$ cat src/rtl/bslp_pkg.sv
// ----------------------------------------------------------------------------
// bslp_pkg
// Types and constants of the button short/long press classifier.
// ----------------------------------------------------------------------------
package bslp_pkg;

    // configuration register indexes
    localparam logic [1:0] CFG_PRESS_MODE    = 2'd0;
    localparam logic [1:0] CFG_LONG_PRESS_MS = 2'd1;
    localparam logic [1:0] CFG_BUTTON_NUMBER = 2'd2;

    // press modes
    localparam logic [1:0] MODE_PLAIN = 2'd0;
    localparam logic [1:0] MODE_DUAL  = 2'd1;
    localparam logic [1:0] MODE_LEAVE = 2'd2;

    localparam int CFG_DATA_W = 16;
    localparam logic [15:0] LONG_PRESS_RESET = 16'd500;

    // one key sample
    typedef struct packed {
        logic        key_down;
        logic [31:0] now_ms;
    } bslp_in_t;

    // one button event
    typedef struct packed {
        logic       is_release;
        logic       long_event;
        logic       leave_flag;
        logic [7:0] event_button;
        logic       last_event;
    } bslp_out_t;

    // configuration seen by the classifier
    typedef struct packed {
        logic [1:0]  press_mode;
        logic [15:0] long_press_ms;
        logic [7:0]  button_number;
    } bslp_cfg_t;

    // events produced by one sample
    typedef struct packed {
        logic [1:0] count;
        bslp_out_t  ev0;
        bslp_out_t  ev1;
    } bslp_events_t;

endpackage

$ cat src/rtl/bslp_classify.sv
// ----------------------------------------------------------------------------
// bslp_classify
// Press tracking state and the event decision for one key sample.
// ----------------------------------------------------------------------------
module bslp_classify
    import bslp_pkg::*;
(
    input  logic         aclk,
    input  logic         aresetn,
    input  logic         step,
    input  bslp_in_t     sample,
    input  bslp_cfg_t    cfg,
    output bslp_events_t events
);

    logic        level_down_reg, level_down_next;
    logic [31:0] press_start_reg, press_start_next;
    logic        press_done_reg, press_done_next;

    logic        dual;
    logic        leave;
    logic [31:0] held;
    logic        is_long;

    assign dual    = (cfg.press_mode == MODE_DUAL);
    assign leave   = (cfg.press_mode == MODE_LEAVE);
    assign held    = sample.now_ms - press_start_reg;
    assign is_long = (held >= {16'd0, cfg.long_press_ms});

    // event decision and next state
    always_comb begin
        bslp_out_t base;
        base = '{is_release: 1'b0, long_event: 1'b0, leave_flag: 1'b0,
                 event_button: cfg.button_number, last_event: 1'b0};
        level_down_next  = level_down_reg;
        press_start_next = press_start_reg;
        press_done_next  = press_done_reg;
        events.count     = 2'd0;
        events.ev0       = base;
        events.ev1       = base;
        if (!level_down_reg && sample.key_down) begin
            // press edge
            level_down_next = 1'b1;
            if (dual) begin
                press_start_next = sample.now_ms;
            end else begin
                if (!press_done_reg) begin
                    events.count          = 2'd1;
                    events.ev0.last_event = 1'b1;
                end
                press_done_next = 1'b1;
            end
        end else if (level_down_reg && sample.key_down) begin
            // key held: in dual mode, long press once the hold time is reached
            if (dual && !press_done_reg && is_long) begin
                events.count          = 2'd2;
                events.ev0.long_event = 1'b1;
                events.ev1.long_event = 1'b1;
                events.ev1.is_release = 1'b1;
                events.ev1.last_event = 1'b1;
                press_done_next       = 1'b1;
            end
        end else if (level_down_reg && !sample.key_down) begin
            // release edge
            level_down_next = 1'b0;
            press_done_next = 1'b0;
            if (dual) begin
                press_start_next = 32'd0;
                if (!is_long) begin
                    if (!press_done_reg) begin
                        events.count          = 2'd2;
                        events.ev1.is_release = 1'b1;
                        events.ev1.last_event = 1'b1;
                    end else begin
                        events.count          = 2'd1;
                        events.ev0.is_release = 1'b1;
                        events.ev0.last_event = 1'b1;
                    end
                end
            end else if (press_done_reg) begin
                events.count          = 2'd1;
                events.ev0.is_release = 1'b1;
                events.ev0.leave_flag = leave;
                events.ev0.last_event = 1'b1;
            end
        end
    end

    // tracking state
    always_ff @(posedge aclk) begin
        if (!aresetn) begin
            level_down_reg  <= 1'b0;
            press_start_reg <= 32'd0;
            press_done_reg  <= 1'b0;
        end else if (step) begin
            level_down_reg  <= level_down_next;
            press_start_reg <= press_start_next;
            press_done_reg  <= press_done_next;
        end
    end

endmodule

$ cat src/rtl/bslp_outbuf.sv
// ----------------------------------------------------------------------------
// bslp_outbuf
// Two-entry result register that hands events out one per transfer.
// ----------------------------------------------------------------------------
module bslp_outbuf
    import bslp_pkg::*;
(
    input  logic         aclk,
    input  logic         aresetn,
    input  logic         load,
    input  bslp_events_t events,
    output logic         can_load,
    output logic         m_valid,
    input  logic         m_ready,
    output bslp_out_t    m_data
);

    logic [1:0] count_reg, count_next;
    bslp_out_t  head_reg, head_next;
    bslp_out_t  tail_reg, tail_next;

    // room once the buffer empties in this cycle
    assign can_load = (count_reg == 2'd0) || (count_reg == 2'd1 && m_ready);
    assign m_valid  = (count_reg != 2'd0);
    assign m_data   = head_reg;

    // next contents
    always_comb begin
        count_next = count_reg;
        head_next  = head_reg;
        tail_next  = tail_reg;
        if (m_valid && m_ready) begin
            count_next = count_reg - 2'd1;
            head_next  = tail_reg;
        end
        if (load && events.count != 2'd0) begin
            count_next = events.count;
            head_next  = events.ev0;
            tail_next  = events.ev1;
        end
    end

    always_ff @(posedge aclk) begin
        if (!aresetn) begin
            count_reg <= 2'd0;
        end else begin
            count_reg <= count_next;
        end
    end

    always_ff @(posedge aclk) begin
        head_reg <= head_next;
        tail_reg <= tail_next;
    end

endmodule

$ cat src/rtl/button_short_long_press_classifier_core.sv
// ----------------------------------------------------------------------------
// button_short_long_press_classifier_core
// Classifies sampled key levels into short and long press/release events.
// ----------------------------------------------------------------------------
//   channel   ports                     payload
//   input     s_valid s_ready s_data    bslp_in_t  (key_down, now_ms)
//   result    m_valid m_ready m_data    bslp_out_t (one event per transfer)
//   config    cfg_we cfg_index cfg_data press_mode, long_press_ms, button_number
//
// Samples are taken every cycle while s_ready is high and classified in the input
// register; their zero, one or two events load into the two-entry result register.
// A sample giving events right after a two-event sample waits for room there.
// Reset is synchronous on aresetn and clears tracking state and config.
// A stalled result side backs up into s_ready once two samples with events are held.
// ----------------------------------------------------------------------------
module button_short_long_press_classifier_core
    import bslp_pkg::*;
(
    input  logic                  aclk,
    input  logic                  aresetn,
    input  logic                  s_valid,
    output logic                  s_ready,
    input  bslp_in_t              s_data,
    output logic                  m_valid,
    input  logic                  m_ready,
    output bslp_out_t             m_data,
    input  logic                  cfg_we,
    input  logic [1:0]            cfg_index,
    input  logic [CFG_DATA_W-1:0] cfg_data
);

    bslp_cfg_t    cfg_reg;
    logic         in_valid_reg;
    bslp_in_t     in_data_reg;
    bslp_events_t events;
    logic         can_load;
    logic         step;

    // a sample with no event never waits for the result side
    assign step    = in_valid_reg && (events.count == 2'd0 || can_load);
    assign s_ready = !in_valid_reg || step;

    // configuration registers
    always_ff @(posedge aclk) begin
        if (!aresetn) begin
            cfg_reg.press_mode    <= MODE_PLAIN;
            cfg_reg.long_press_ms <= LONG_PRESS_RESET;
            cfg_reg.button_number <= 8'd0;
        end else if (cfg_we) begin
            unique case (cfg_index)
                CFG_PRESS_MODE:    cfg_reg.press_mode    <= cfg_data[1:0];
                CFG_LONG_PRESS_MS: cfg_reg.long_press_ms <= cfg_data[15:0];
                CFG_BUTTON_NUMBER: cfg_reg.button_number <= cfg_data[7:0];
                default:           ;
            endcase
        end
    end

    // input register
    always_ff @(posedge aclk) begin
        if (!aresetn) begin
            in_valid_reg <= 1'b0;
        end else if (s_ready) begin
            in_valid_reg <= s_valid;
        end
    end

    always_ff @(posedge aclk) begin
        if (s_valid && s_ready) begin
            in_data_reg <= s_data;
        end
    end

    bslp_classify u_classify (
        .aclk    (aclk),
        .aresetn (aresetn),
        .step    (step),
        .sample  (in_data_reg),
        .cfg     (cfg_reg),
        .events  (events)
    );

    bslp_outbuf u_outbuf (
        .aclk     (aclk),
        .aresetn  (aresetn),
        .load     (step),
        .events   (events),
        .can_load (can_load),
        .m_valid  (m_valid),
        .m_ready  (m_ready),
        .m_data   (m_data)
    );

endmodule

$ cat config.mk
export PLATFORM = sky130hd
export DESIGN_NAME = button_short_long_press_classifier_core
export DESIGN_NICKNAME = d
export VERILOG_FILES = /design/src/rtl/bslp_pkg.sv /design/src/rtl/bslp_classify.sv /design/src/rtl/bslp_outbuf.sv /design/src/rtl/button_short_long_press_classifier_core.sv
export SDC_FILE = /design/constraint.sdc
export NUM_CORES = 1
export LEC_CHECK = 0
export BUFFER_PORTS_ARGS = -buffer_cell sky130_fd_sc_hd__buf_2
export CORE_ASPECT_RATIO = 0.5
export CORE_MARGIN = 4
export CORE_UTILIZATION = 45
export DETAILED_ROUTE_END_ITERATION = 12
export GPL_TIMING_DRIVEN = 0
export HOLD_SLACK_MARGIN = 0.1
export PLACE_DENSITY = 0.73
export SYNTH_ARGS = -nofsm -noshare
export SYNTH_HDL_FRONTEND = slang
export SYNTH_SLANG_ARGS = --single-unit
$ cat constraint.sdc
create_clock -name aclk -period 6.3 [get_ports aclk]
set_input_delay 1.26 -clock aclk [delete_from_list [all_inputs] [get_ports aclk]]
set_output_delay 1.26 -clock aclk [all_outputs]
set_load 0.02 [all_outputs]
======== Word-level counts from Yosys, hierarchy flattened ========
Index checks and enable logic that the tools add are counted.
cells by class
  reduce and logical (&&, ||, !) cells .... 32
  bitwise operators ....................... 1
  eq/ne operators ......................... 8
  add/sub/neg operators ................... 2
  magnitude comparators ................... 1
  muxes and demuxes ....................... 49
operators with widths
  cell                 count
  $mux 32              5
  $ge 32x16->1         1
  $sub 32x32->32       1
  $mux 1               27
  $mux 12              2
  $mux 2               11
  $mux 3               4
  $logic_and 1x1->1    10
  $reduce_and 4->1     2
  $reduce_bool 2->1    4
  $eq 2x1->1 const B   3
  $logic_not 2->1      3
  $reduce_and 2->1     3
  $eq 2x2->1 const B   2
  $logic_not 1->1      4
  $logic_or 1x1->1     3
  $ne 3x2->1 const B   1
  $reduce_and 3->1     1
  $reduce_bool 3->1    1
  $ne 2x1->1 const B   1
  $ne 2x2->1 const B   1
  $reduce_or 2->1      1
  $sub 2x1->2 const B  1
  $not 1->1            1
storage, ports and cells
  register bits ........................... 119
  logic and storage cells ................. 112
  input port bits ......................... 56
  output and inout bits ................... 14

======== Longest topological paths before layout ========
Gate-level depths: netlist of the first run.
  word-level depth ........................ 12
  depth in mapped cells ................... 23
  gate-level depth less buffers ........... 22

======== Modules after synthesis ========
A second synthesis of the first run with hierarchy kept.
unflattened totals
  cells, all modules ...................... 717
  area total of the unflattened synthesis .. 7,173.1 µm²
by module, submodules not included
  module                                   seq. area each (µm²)  times used  area an instance (µm²)  cells an instance
  bslp_classify                            680.7                 1           3,980.1                 511
  button_short_long_press_classifier_core  1,531.5               1           2,134.5                 147
  bslp_outbuf                              760.7                 1           1,058.5                 59

======== Least setup slack after synthesis of the first run ========
Ideal clock, no wire load.
  path kind ............................... register -> output
  start point ............................. register in_data_reg[9] in the netlist's numbering
  end point ............................... output s_ready
  slack ................................... 1.012 ns
  arrival ................................. 4.028 ns
  required time ........................... 5.040 ns
  stages on the path, launching flop included .. 20
  cell sequence ........................... edfxtp_1 > ha_1 > buf_2 > nand3_1 > nor2_1 > a21boi_0 > nor2_1 > nor2_1 > nor2_1 > xnor2_1 > ha_1 > a21oi_1 > o21ai_0 > nor4b_1 > nand4_1 > nor3_1 > nand4_1 > a2111oi_4 > mux2_2 > nand2b_1
on the way
  longest elaborated chain between the ends .. 11
  elaborated cells on any way between the ends .. 13
  those cells by class .................... add/sub: 1; order compare: 1; mux: 6; reduce/logical: 5
RTL lines
  element                   RTL line                                       source
  start: declaration        button_short_long_press_classifier_core.sv:34  bslp_in_t in_data_reg;
  start signal: assignment  button_short_long_press_classifier_core.sv:70  in_data_reg <= s_data;
  $sub 32x32->32 *          bslp_classify.sv:27                            assign held = sample.now_ms - press_start_reg;
  $ge 32x16->1 *            bslp_classify.sv:28                            assign is_long = (held >= {16'd0, cfg.long_press_ms});
  $mux 3                    bslp_classify.sv:69                            if (!is_long) begin
  $mux 3                    bslp_classify.sv:67                            if (dual) begin
  $mux 3                    bslp_classify.sv:63                            end else if (level_down_reg && !sample.key_down) begin
  $mux 2 *                  bslp_classify.sv:53                            end else if (level_down_reg && sample.key_down) begin
  $mux 2 *                  bslp_classify.sv:41                            if (!level_down_reg && sample.key_down) begin
  $logic_not 2->1 *         button_short_long_press_classifier_core.sv:40  assign step = in_valid_reg && (events.count == 2'd0 || can_load);
  $logic_or 1x1->1 *        button_short_long_press_classifier_core.sv:40
  $logic_and 1x1->1 *       button_short_long_press_classifier_core.sv:40
  $logic_or 1x1->1 *        button_short_long_press_classifier_core.sv:41  assign s_ready = !in_valid_reg || step;
  end: declaration          button_short_long_press_classifier_core.sv:22  output logic s_ready,
Every way passes the cells marked *; elsewhere a longest branch is shown, timed or not.

======== Worst setup path in the final report of the first run ========
  start point ............................. register in_data_reg[1] in the netlist's numbering
  end point ............................... output s_ready
Same word-level chain as after synthesis.

==> impl_metrics.yaml, run 1 <==
status:
  run_status: "completed"
timing:
  worst-slew-pin-transition_ps: 940
  worst_hold_slack_ps: 457
  min_period_over_period_pct: 97.3
  setup_violations: 0
  slew_violations: 0
  max_freq_mhz: 163
  setup_ws_ps: 167
  setup_tns_ps: 0
  relSlewSlack_pct: 37.3
  period_minus_slack_ps: 6130
  skew_ps: 8.96
  hold_viol: 0
route:
  first_pass_iters: 6
  antenna_left: 0
  routed_wl_microns: 18800
  num_vias: 6225
  wire_per_inst_microns: 16.6
  viasPerCell: 5.47
  route.detailed.drc: 0
  drt_iter0_markers: 602
logic_synthesis:
  synthCells: 807
  ys.flop_type: "dfxtp_1"
  ys_warn_count: 0
  synth-edff-count: 55
  synth-seq-cells: 118
  syn_avg_cell_area_sq_um: 9.28
  synth_nets: 918
  async_flop_share_pct: 0
  syn-cell-area_sq_um: 7490
  ys_types: 73
  yosysSeqAreaShare_pct: 38.9
clock_tree:
  clockRootBuffer: "clkbuf_16"
  cts.sinks: 118
  clockBufferDepth: 2
  cts_tree: "yes"
  clk_latency_ps: 420
  postCtsHoldBufs: 0
  path_clk_slew_ps: 60
  htreeDepth: 4
  numCtsBuffers: 17
power:
  power_frac_comb_pct: 21.4
  power_frac_seq_pct: 36.5
  pwr-share-clk_pct: 42.1
  power_density_nw_per_um2: 279
  p_int_mw: 1.71
  p_total_mw: 2.47
  switching_share_pct: 30.7
  p_sw_mw: 0.757
  peakVddDrop_uv: 205
  leakage_nw: 3.54
placement:
  gp_congestion: 0.913
  pre_cts_slack_ps: 231
  port_buffers: 69
  place_area_sq_um: 8120
  dp.final_hpwl_microns: 14200
  numPlacedInstances: 1103
hold_path:
  min_path_type: "flop to flop"
cells_and_area:
  multiInputGateArea_sq_um: 4270
  nets: 1009
  final_cells: 1138
  seqCellArea_sq_um: 2910
  final_cell_area_sq_um: 8860
  utilization_pct: 54.2
  area_growth_pct: 18.3
  antenna_cells: 0
  drive_gt1_share_pct: 23.7
  fill_cells: 1515
  final_common_cell: "nand2_1"
  largest_register_ff_count: 33
  final_cell_mix: "nand2_1, buf_2, inv_1"
die:
  initial_utilization_pct: 45.8
  core-area_sq_um: 16400
  die_h_microns: 99.2
  fp.dieArea_sq_um: 18900
  row_count: 33
  ios: 70
  die_x_microns: 190
critical_path:
  critical_path_class: "flop to output pin"
  critPathLaunchType: "flop"
  crit_path_end_kind: "output pin"
  crit_arrival_ps: 4870
  cp_data_required_time_ps: 5040
  crit_fanout: 4
grt:
  antenna_found_initial: 0
  grt_pass1_wl_microns: 30600
  gr-total-overflow: 0
  grt_pass1_vias: 6049
  gr-usage-all-layers_pct: 20.1
  grt_max_degree: 34
run:
  drv_cap: 0
[cells in the mapped netlist, types with 17 or more instances]
master | count | area, sq um
o21ai_0 | 41 | 205
inv_1 | 66 | 248
clkbuf_1 | 17 | 63.8
dfxtp_1 | 63 | 1260
a21oi_1 | 52 | 260
nor2_1 | 52 | 195
nor2_2 | 22 | 138
ha_1 | 54 | 676
mux2_4 | 29 | 435
edfxtp_1 | 55 | 1650
nand2_1 | 105 | 394
nand4_1 | 18 | 113
[final timing paths]
| path | from | to | slack (ps) | cells after the start |
|---|---|---|---|---|
| hold reg to reg | cfg_reg[5] | u_outbuf.tail_reg[6] | 460 | 0 |
| setup / recovery | in_data_reg[1] | s_ready | 170 | 19 |
| setup reg to reg | in_data_reg[0] | u_outbuf.m_data[7] | 550 | 22 |
| hold / removal | cfg_reg[5] | u_outbuf.tail_reg[6] | 460 | 0 |
[power groups by stage]
stage / Sequential, mW / Clock [mW] / Combinational (mW)
2_1_floorplan: 0.947 / 0 / 0.330
3_3_place_gp: 0.917 / 0 / 0.494
3_5_place_dp: 0.918 / 0 / 0.507
4_1_cts: 0.902 / 1.05 / 0.513
5_1_grt: 0.909 / 1.08 / 0.583
6_report: 0.902 / 1.04 / 0.528
[final cells by class]
class	count	share of cell area [%]
Buffer	30	1.75
Clock buffer	17	4.80
Clock inverter	15	2.20
Inverter	67	2.84
Multi-Input combinational cell	592	48.2
Sequential cell	118	32.9
Tap cell	227	3.20
Timing Repair Buffer	72	4.15
[critical path: stages, from the launching register on]
cell and delay (ps):
edfxtp_1 430, ha_1 320, nor2b_2 170, o2111ai_2 300, nand2_2 180, a31oi_4 240, nor3_1 70, nor2_1 120
xnor2_1 170, ha_1 290, a21oi_1 130, o21ai_0 140, nor4b_2 270, nand4_1 160, nor3_2 230, nand4_1 160
a2111oi_4 280, mux2_2 420, nand2b_1 180, buf_2 180
[what timing repair did]
item / CTS / global route
setup endpoints to repair: 1 / 4
gates resized for setup: 6 / 18
buffers inserted: 1 / 2
pin swaps: 2 / 3
[routing by layer]
metal	vias to the layer above	track usage [%]	share of wire (%)
met4	0	4.91	1.1
met3	18	3.47	5.4
met1	2953	29.6	50
met5	-	0	0
met2	195	30.7	43
li1	3059	-	-
[logic make-up after synthesis]
kind of cell / Yosys count / synth area share (%)
xor gates and xnor gates: 20 / 2.34
buffers and inverters: 97 / 5.43
muxes: 58 / 9.95
DFF: 118 / 38.9
AOI/OAI and AO/OA: 176 / 15.3
adders and majority gates: 55 / 9.29
and+or+nand+nor: 283 / 18.8
Power figures use the tool's default switching activity.
==> run 2: changes to the inputs <==
--- a/config.mk
+++ b/config.mk
@@ -13,6 +13,7 @@
 export GPL_TIMING_DRIVEN = 0
 export HOLD_SLACK_MARGIN = 0.1
 export PLACE_DENSITY = 0.73
+export REMOVE_ABC_BUFFERS = 1
 export SYNTH_ARGS = -nofsm -noshare
 export SYNTH_HDL_FRONTEND = slang
 export SYNTH_SLANG_ARGS = --single-unit
==> run 2 against run 1 <==
Register-to-register slack worse by 110 ps. Die area unchanged. Hold slack better by 0.73 ps. Clock-buffer cell count up 2. Combinational power down 3%. Fmax up 2.5%. Via count down 3.1%. Sequential power about the same. First-iteration DRC count down 9.5%.
==> impl_metrics.yaml, run 2 (synthesis results as in run 1) <==
die:
  die_x_microns: 190
  initial_utilization_pct: 45.8
  core-area_sq_um: 16400
  die_h_microns: 99.2
  row_count: 33
  fp.dieArea_sq_um: 18900
  ios: 70
critical_path:
  cp_data_required_time_ps: 5040
  path_cells: "ha_1 -> nor2b_1 -> o2111ai_2 -> nand2_2 -> a31oi_4 -> nor3_1 -> nor2_1 -> xnor2_1 -> ha_1 -> a21oi_1 -> o21ai_0 -> nor4b_1 -> nand4_1 -> nor3_2 -> nand4_1 -> a2111oi_4 -> mux2_4 -> nand2b_1 -> buf_2"
  crit_path_end_kind: "output pin"
  critPathLaunchType: "flop"
  cp_slowest_cell: "edfxtp_1"
  cpPeakStageDelay_ps: 440
  crit_buf_inv: 1
  crit_arrival_ps: 4730
  path_delay_family: "simple AND/OR/NAND/NOR gates"
  r2r-start: "in_data_reg[0]"
  crit_fanout: 4
  setup.worst_path.start: "in_data_reg[1]"
  critical_path_class: "flop to output pin"
placement:
  port_buffers: 69
  gp_congestion: 0.853
  dp.final_hpwl_microns: 12800
clock_tree:
  cts.sinks: 118
  path_clk_slew_ps: 50
  htreeDepth: 4
  clockRootBuffer: "clkbuf_16"
  clockBufferDepth: 2
  postCtsHoldBufs: 0
  cts_tree: "yes"
  numCtsBuffers: 17
  clk_latency_ps: 410
cells_and_area:
  nets: 980
  utilization_pct: 52.9
  final_cell_mix: "nand2_1, buf_2, inv_1"
  largest_register_ff_count: 33
  area_growth_pct: 15.4
  drive_gt1_share_pct: 23.1
  final_common_cell: "nand2_1"
  fill_cells: 1519
timing:
  worst-slew-pin-transition_ps: 1200
  period_minus_slack_ps: 5990
  hold_viol: 0
  relSlewSlack_pct: 19.9
  worst_hold_slack_ps: 458
  slew_violations: 0
  setup_violations: 0
  min_period_over_period_pct: 95.0
  max_freq_mhz: 167
  skew_ps: 9.27
power:
  power_density_nw_per_um2: 267
  switching_share_pct: 29.9
  power_frac_comb_pct: 22.2
  leakage_nw: 3.42
  p_sw_mw: 0.690
  p_total_mw: 2.30
  peakVddDrop_uv: 186
  p_int_mw: 1.61
  power_frac_seq_pct: 39.2
  pwr-share-clk_pct: 38.5
grt:
  gr-usage-all-layers_pct: 18.6
  grt_pass1_wl_microns: 28500
  antenna_found_initial: 1
  grt_max_degree: 56
  grt_pass1_vias: 5723
  gr-total-overflow: 0
hold_path:
  min_path_type: "flop to flop"
  holdCritStartpoint: "cfg_reg[2]"
route:
  antenna_left: 0
  first_pass_iters: 5
  num_vias: 6034
  viasPerCell: 5.44
  drt_iter0_markers: 545
  routed_wl_microns: 17500
  wire_per_inst_microns: 15.8
  route.detailed.drc: 0
status:
  run_status: "completed"
run:
  drv_cap: 0
-- run 2: cell count changes in the layout (fill, tap and decap cells not counted), moves of 4 or more --
cell and delta:
buf_2 -7, clkbuf_1 -15, clkinvlp_4 +4, ha_1 -5, ha_2 +6
-- run 2: final cells by class --
type | instances | area (sq um) | area share, %
timing repair buffer | 73 | 392 | 4.53
sequential | 118 | 2910 | 33.7
clock inverter | 13 | 109 | 1.26
multi-input combinational | 592 | 4260 | 49.3
clock buffer | 19 | 433 | 5.01
antenna | 1 | 2.50 | 0.0289
tap | 227 | 284 | 3.29
inverter | 67 | 251 | 2.91
-- run 2: what timing repair did --
| item | 4_1_cts | 5_1_grt |
|---|---|---|
| pin swaps | 1 | 8 |
| endpoints found under the setup margin | 1 | 32 |
| resized for setup | 2 | 21 |
| setup buffers | 1 | 1 |
| endpoints found under the hold margin | 0 | 0 |
-- run 2: stage by stage --
stage	setup TNS [ps]	cells	cell area, sq um	setup slack [ps]
after detailed placement	0	1075	8010	256
after CTS	0	1108	8560	1.79
after global placement	-43440	1073	7970	-998
after floorplan	0	777	7340	381
final	0	1110	8640	314
after global routing	-28.7	1110	8640	-28.7
-- run 2: metal layers --
metal	GRT usage (%)	wire [microns]	vias up
met5	0	0	-
met4	4.74	261	0
met3	4.28	937	27
met2	28.7	7710	170
met1	26.5	8620	2824
li1	-	-	3013
-- run 2: final timing paths --
path / to / slack [ps] / cells past startpoint
worst max-delay path: s_ready / 310 / 19
worst min-delay path: u_outbuf.tail_reg[3] / 460 / 0
worst max register to register: u_classify.press_start_reg[16] / 440 / 23
worst min register to register: u_outbuf.tail_reg[3] / 460 / 0
-- run 2: power by group through the flow --
stage	logic (mW)	clock network [mW]	registers [mW]
6_report	0.512	0.888	0.904
5_1_grt	0.566	0.946	0.910
4_1_cts	0.500	0.901	0.904
3_5_place_dp	0.497	0	0.920
3_3_place_gp	0.484	0	0.919
2_1_floorplan	0.323	0	0.949
==> run 3: changes to the inputs <==
--- a/config.mk
+++ b/config.mk
@@ -6,13 +6,15 @@
 export NUM_CORES = 1
 export LEC_CHECK = 0
 export BUFFER_PORTS_ARGS = -buffer_cell sky130_fd_sc_hd__buf_2
+export CELL_PAD_IN_SITES_DETAIL_PLACEMENT = 0
+export CELL_PAD_IN_SITES_GLOBAL_PLACEMENT = 1
 export CORE_ASPECT_RATIO = 0.5
 export CORE_MARGIN = 4
 export CORE_UTILIZATION = 45
 export DETAILED_ROUTE_END_ITERATION = 12
 export GPL_TIMING_DRIVEN = 0
 export HOLD_SLACK_MARGIN = 0.1
-export PLACE_DENSITY = 0.73
+export PLACE_DENSITY = 0.88
 export REMOVE_ABC_BUFFERS = 1
 export SYNTH_ARGS = -nofsm -noshare
 export SYNTH_HDL_FRONTEND = slang
==> constraint.sdc (replaced) <==
create_clock -name aclk -period 7.04 [get_ports aclk]
set_input_delay 1.408 -clock aclk [delete_from_list [all_inputs] [get_ports aclk]]
set_output_delay 1.408 -clock aclk [all_outputs]
set_load 0.02 [all_outputs]
==> run 3 against run 2 <==
Register-to-register slack improved by 480 ps. Global-route usage rose by 0.27 points. Clock power rose by 3.4%. Design area rose by 0.23%. First-iteration DRC count fell by 12%. Critical path type unchanged. Critical endpoint unchanged. Largest power group is now clock.
==> impl_metrics.yaml, run 3 (synthesis results as in run 1) <==
critical_path:
  critPathLaunchType: "flop"
  crit_arrival_ps: 5250
  crit_buf_inv: 1
  crit_path_end_kind: "output pin"
  path_cells: "ha_1 -> a21o_1 -> a21oi_2 -> nand2_2 -> a31oi_2 -> nor3_1 -> nor2_1 -> xnor2_1 -> ha_1 -> a21oi_1 -> o21ai_0 -> nor4b_1 -> nand4_1 -> nor3_1 -> nand4_1 -> a2111oi_4 -> mux2_2 -> nand2b_1 -> buf_2"
  path_delay_family: "simple AND/OR/NAND/NOR gates"
  critical_path_class: "flop to output pin"
  cp_slowest_cell: "mux2_2"
  cp_data_required_time_ps: 5630
  cpPeakStageDelay_ps: 410
  crit_fanout: 5
timing:
  min_period_over_period_pct: 94.6
  worst-slew-pin-transition_ps: 1260
  relSlewSlack_pct: 15.9
  worst_hold_slack_ps: 458
  slew_violations: 0
  rsz0062_at_grt: "false"
  setup_violations: 0
  period_minus_slack_ps: 6660
  hold_viol: 0
  setup_tns_ps: 0
  max_freq_mhz: 150
  skew_ps: 9.43
power:
  power_density_nw_per_um2: 251
  leakage_nw: 3.47
  peakVddDrop_uv: 166
grt:
  gr-usage-all-layers_pct: 18.9
  antenna_found_initial: 0
  gr-total-overflow: 0
  grt_max_degree: 56
  grt_pass1_vias: 5913
  grt_pass1_wl_microns: 29000
cells_and_area:
  largest_register_ff_count: 33
  antenna_cells: 0
  area_growth_pct: 15.6
  final_common_cell: "nand2_1"
  final_cell_mix: "nand2_1, buf_2, inv_1"
  drive_gt1_share_pct: 21.9
  nets: 979
route:
  antenna_left: 0
  viasPerCell: 5.43
  drt_iter0_markers: 481
  routed_wl_microns: 17600
  route.detailed.drc: 0
  first_pass_iters: 5
  num_vias: 6017
  wire_per_inst_microns: 15.9
die:
  core-area_sq_um: 16400
  fp.dieArea_sq_um: 18900
  die_x_microns: 190
  initial_utilization_pct: 45.8
  ios: 70
  die_h_microns: 99.2
  row_count: 33
clock_tree:
  clockBufferDepth: 2
  cts.sinks: 118
  path_clk_slew_ps: 60
  clockRootBuffer: "clkbuf_16"
  numCtsBuffers: 17
  clk_latency_ps: 420
  cts_tree: "yes"
  htreeDepth: 4
placement:
  port_buffers: 69
  gp_congestion: 0.911
  dp.final_hpwl_microns: 13100
status:
  run_status: "completed"
hold_path:
  min_path_type: "flop to flop"
run:
  drv_cap: 0
## run 3: per-layer routing
layer | vias to the layer above | global-route usage [%] | routed length (microns)
li1 | 2996 | - | -
met1 | 2811 | 25.7 | 8440
met2 | 185 | 30.3 | 7920
met3 | 25 | 4.45 | 1060
met4 | 0 | 5.24 | 226
met5 | - | 0 | 0
## run 3: final timing paths
check,start,to,slack [ps],depth (start not counted)
max,in_data_reg[3],s_ready,380,19
max reg2reg,in_data_reg[0],u_classify.press_start_reg[24],920,23
min,cfg_reg[0],u_outbuf.tail_reg[1],460,0
min reg2reg,cfg_reg[0],u_outbuf.tail_reg[1],460,0
## run 3: layout make-up
type	count	area (sq um)
multi-input combinational	592	4210
timing repair buffer	72	384
inverter	67	251
clock buffer	17	425
clock inverter	15	195
tap	227	284
fill	1536	7690
sequential	118	2910
## run 3: per-stage QoR
stage / cell area (sq um) / setup slack (ps) / cells / total power, mW / utilization [%]
6_report: 8660 / 377 / 1108 / 2.18 / 53.0
2_1_floorplan: 7340 / 1120 / 777 / 1.14 / -
3_3_place_gp: 7970 / -426 / 1073 / 1.26 / 48.7
5_1_grt: 8660 / 76.2 / 1108 / 2.28 / 53.0
3_5_place_dp: 8010 / 633 / 1075 / 1.27 / 49.0
4_1_cts: 8630 / 167 / 1107 / 2.19 / 52.8
## run 3: timing repair
item,CTS,global route
resized for setup,0,6
hold endpoints to repair,0,0
setup buffers,0,1
setup endpoints to repair,0,1
hold buffers,0,0
## run 3: report_power, final
group | internal, mW | leakage [nW] | switching (mW)
clock | 0.567 | 0.303 | 0.351
combinational | 0.172 | 2.12 | 0.279
sequential | 0.786 | 1.04 | 0.0231
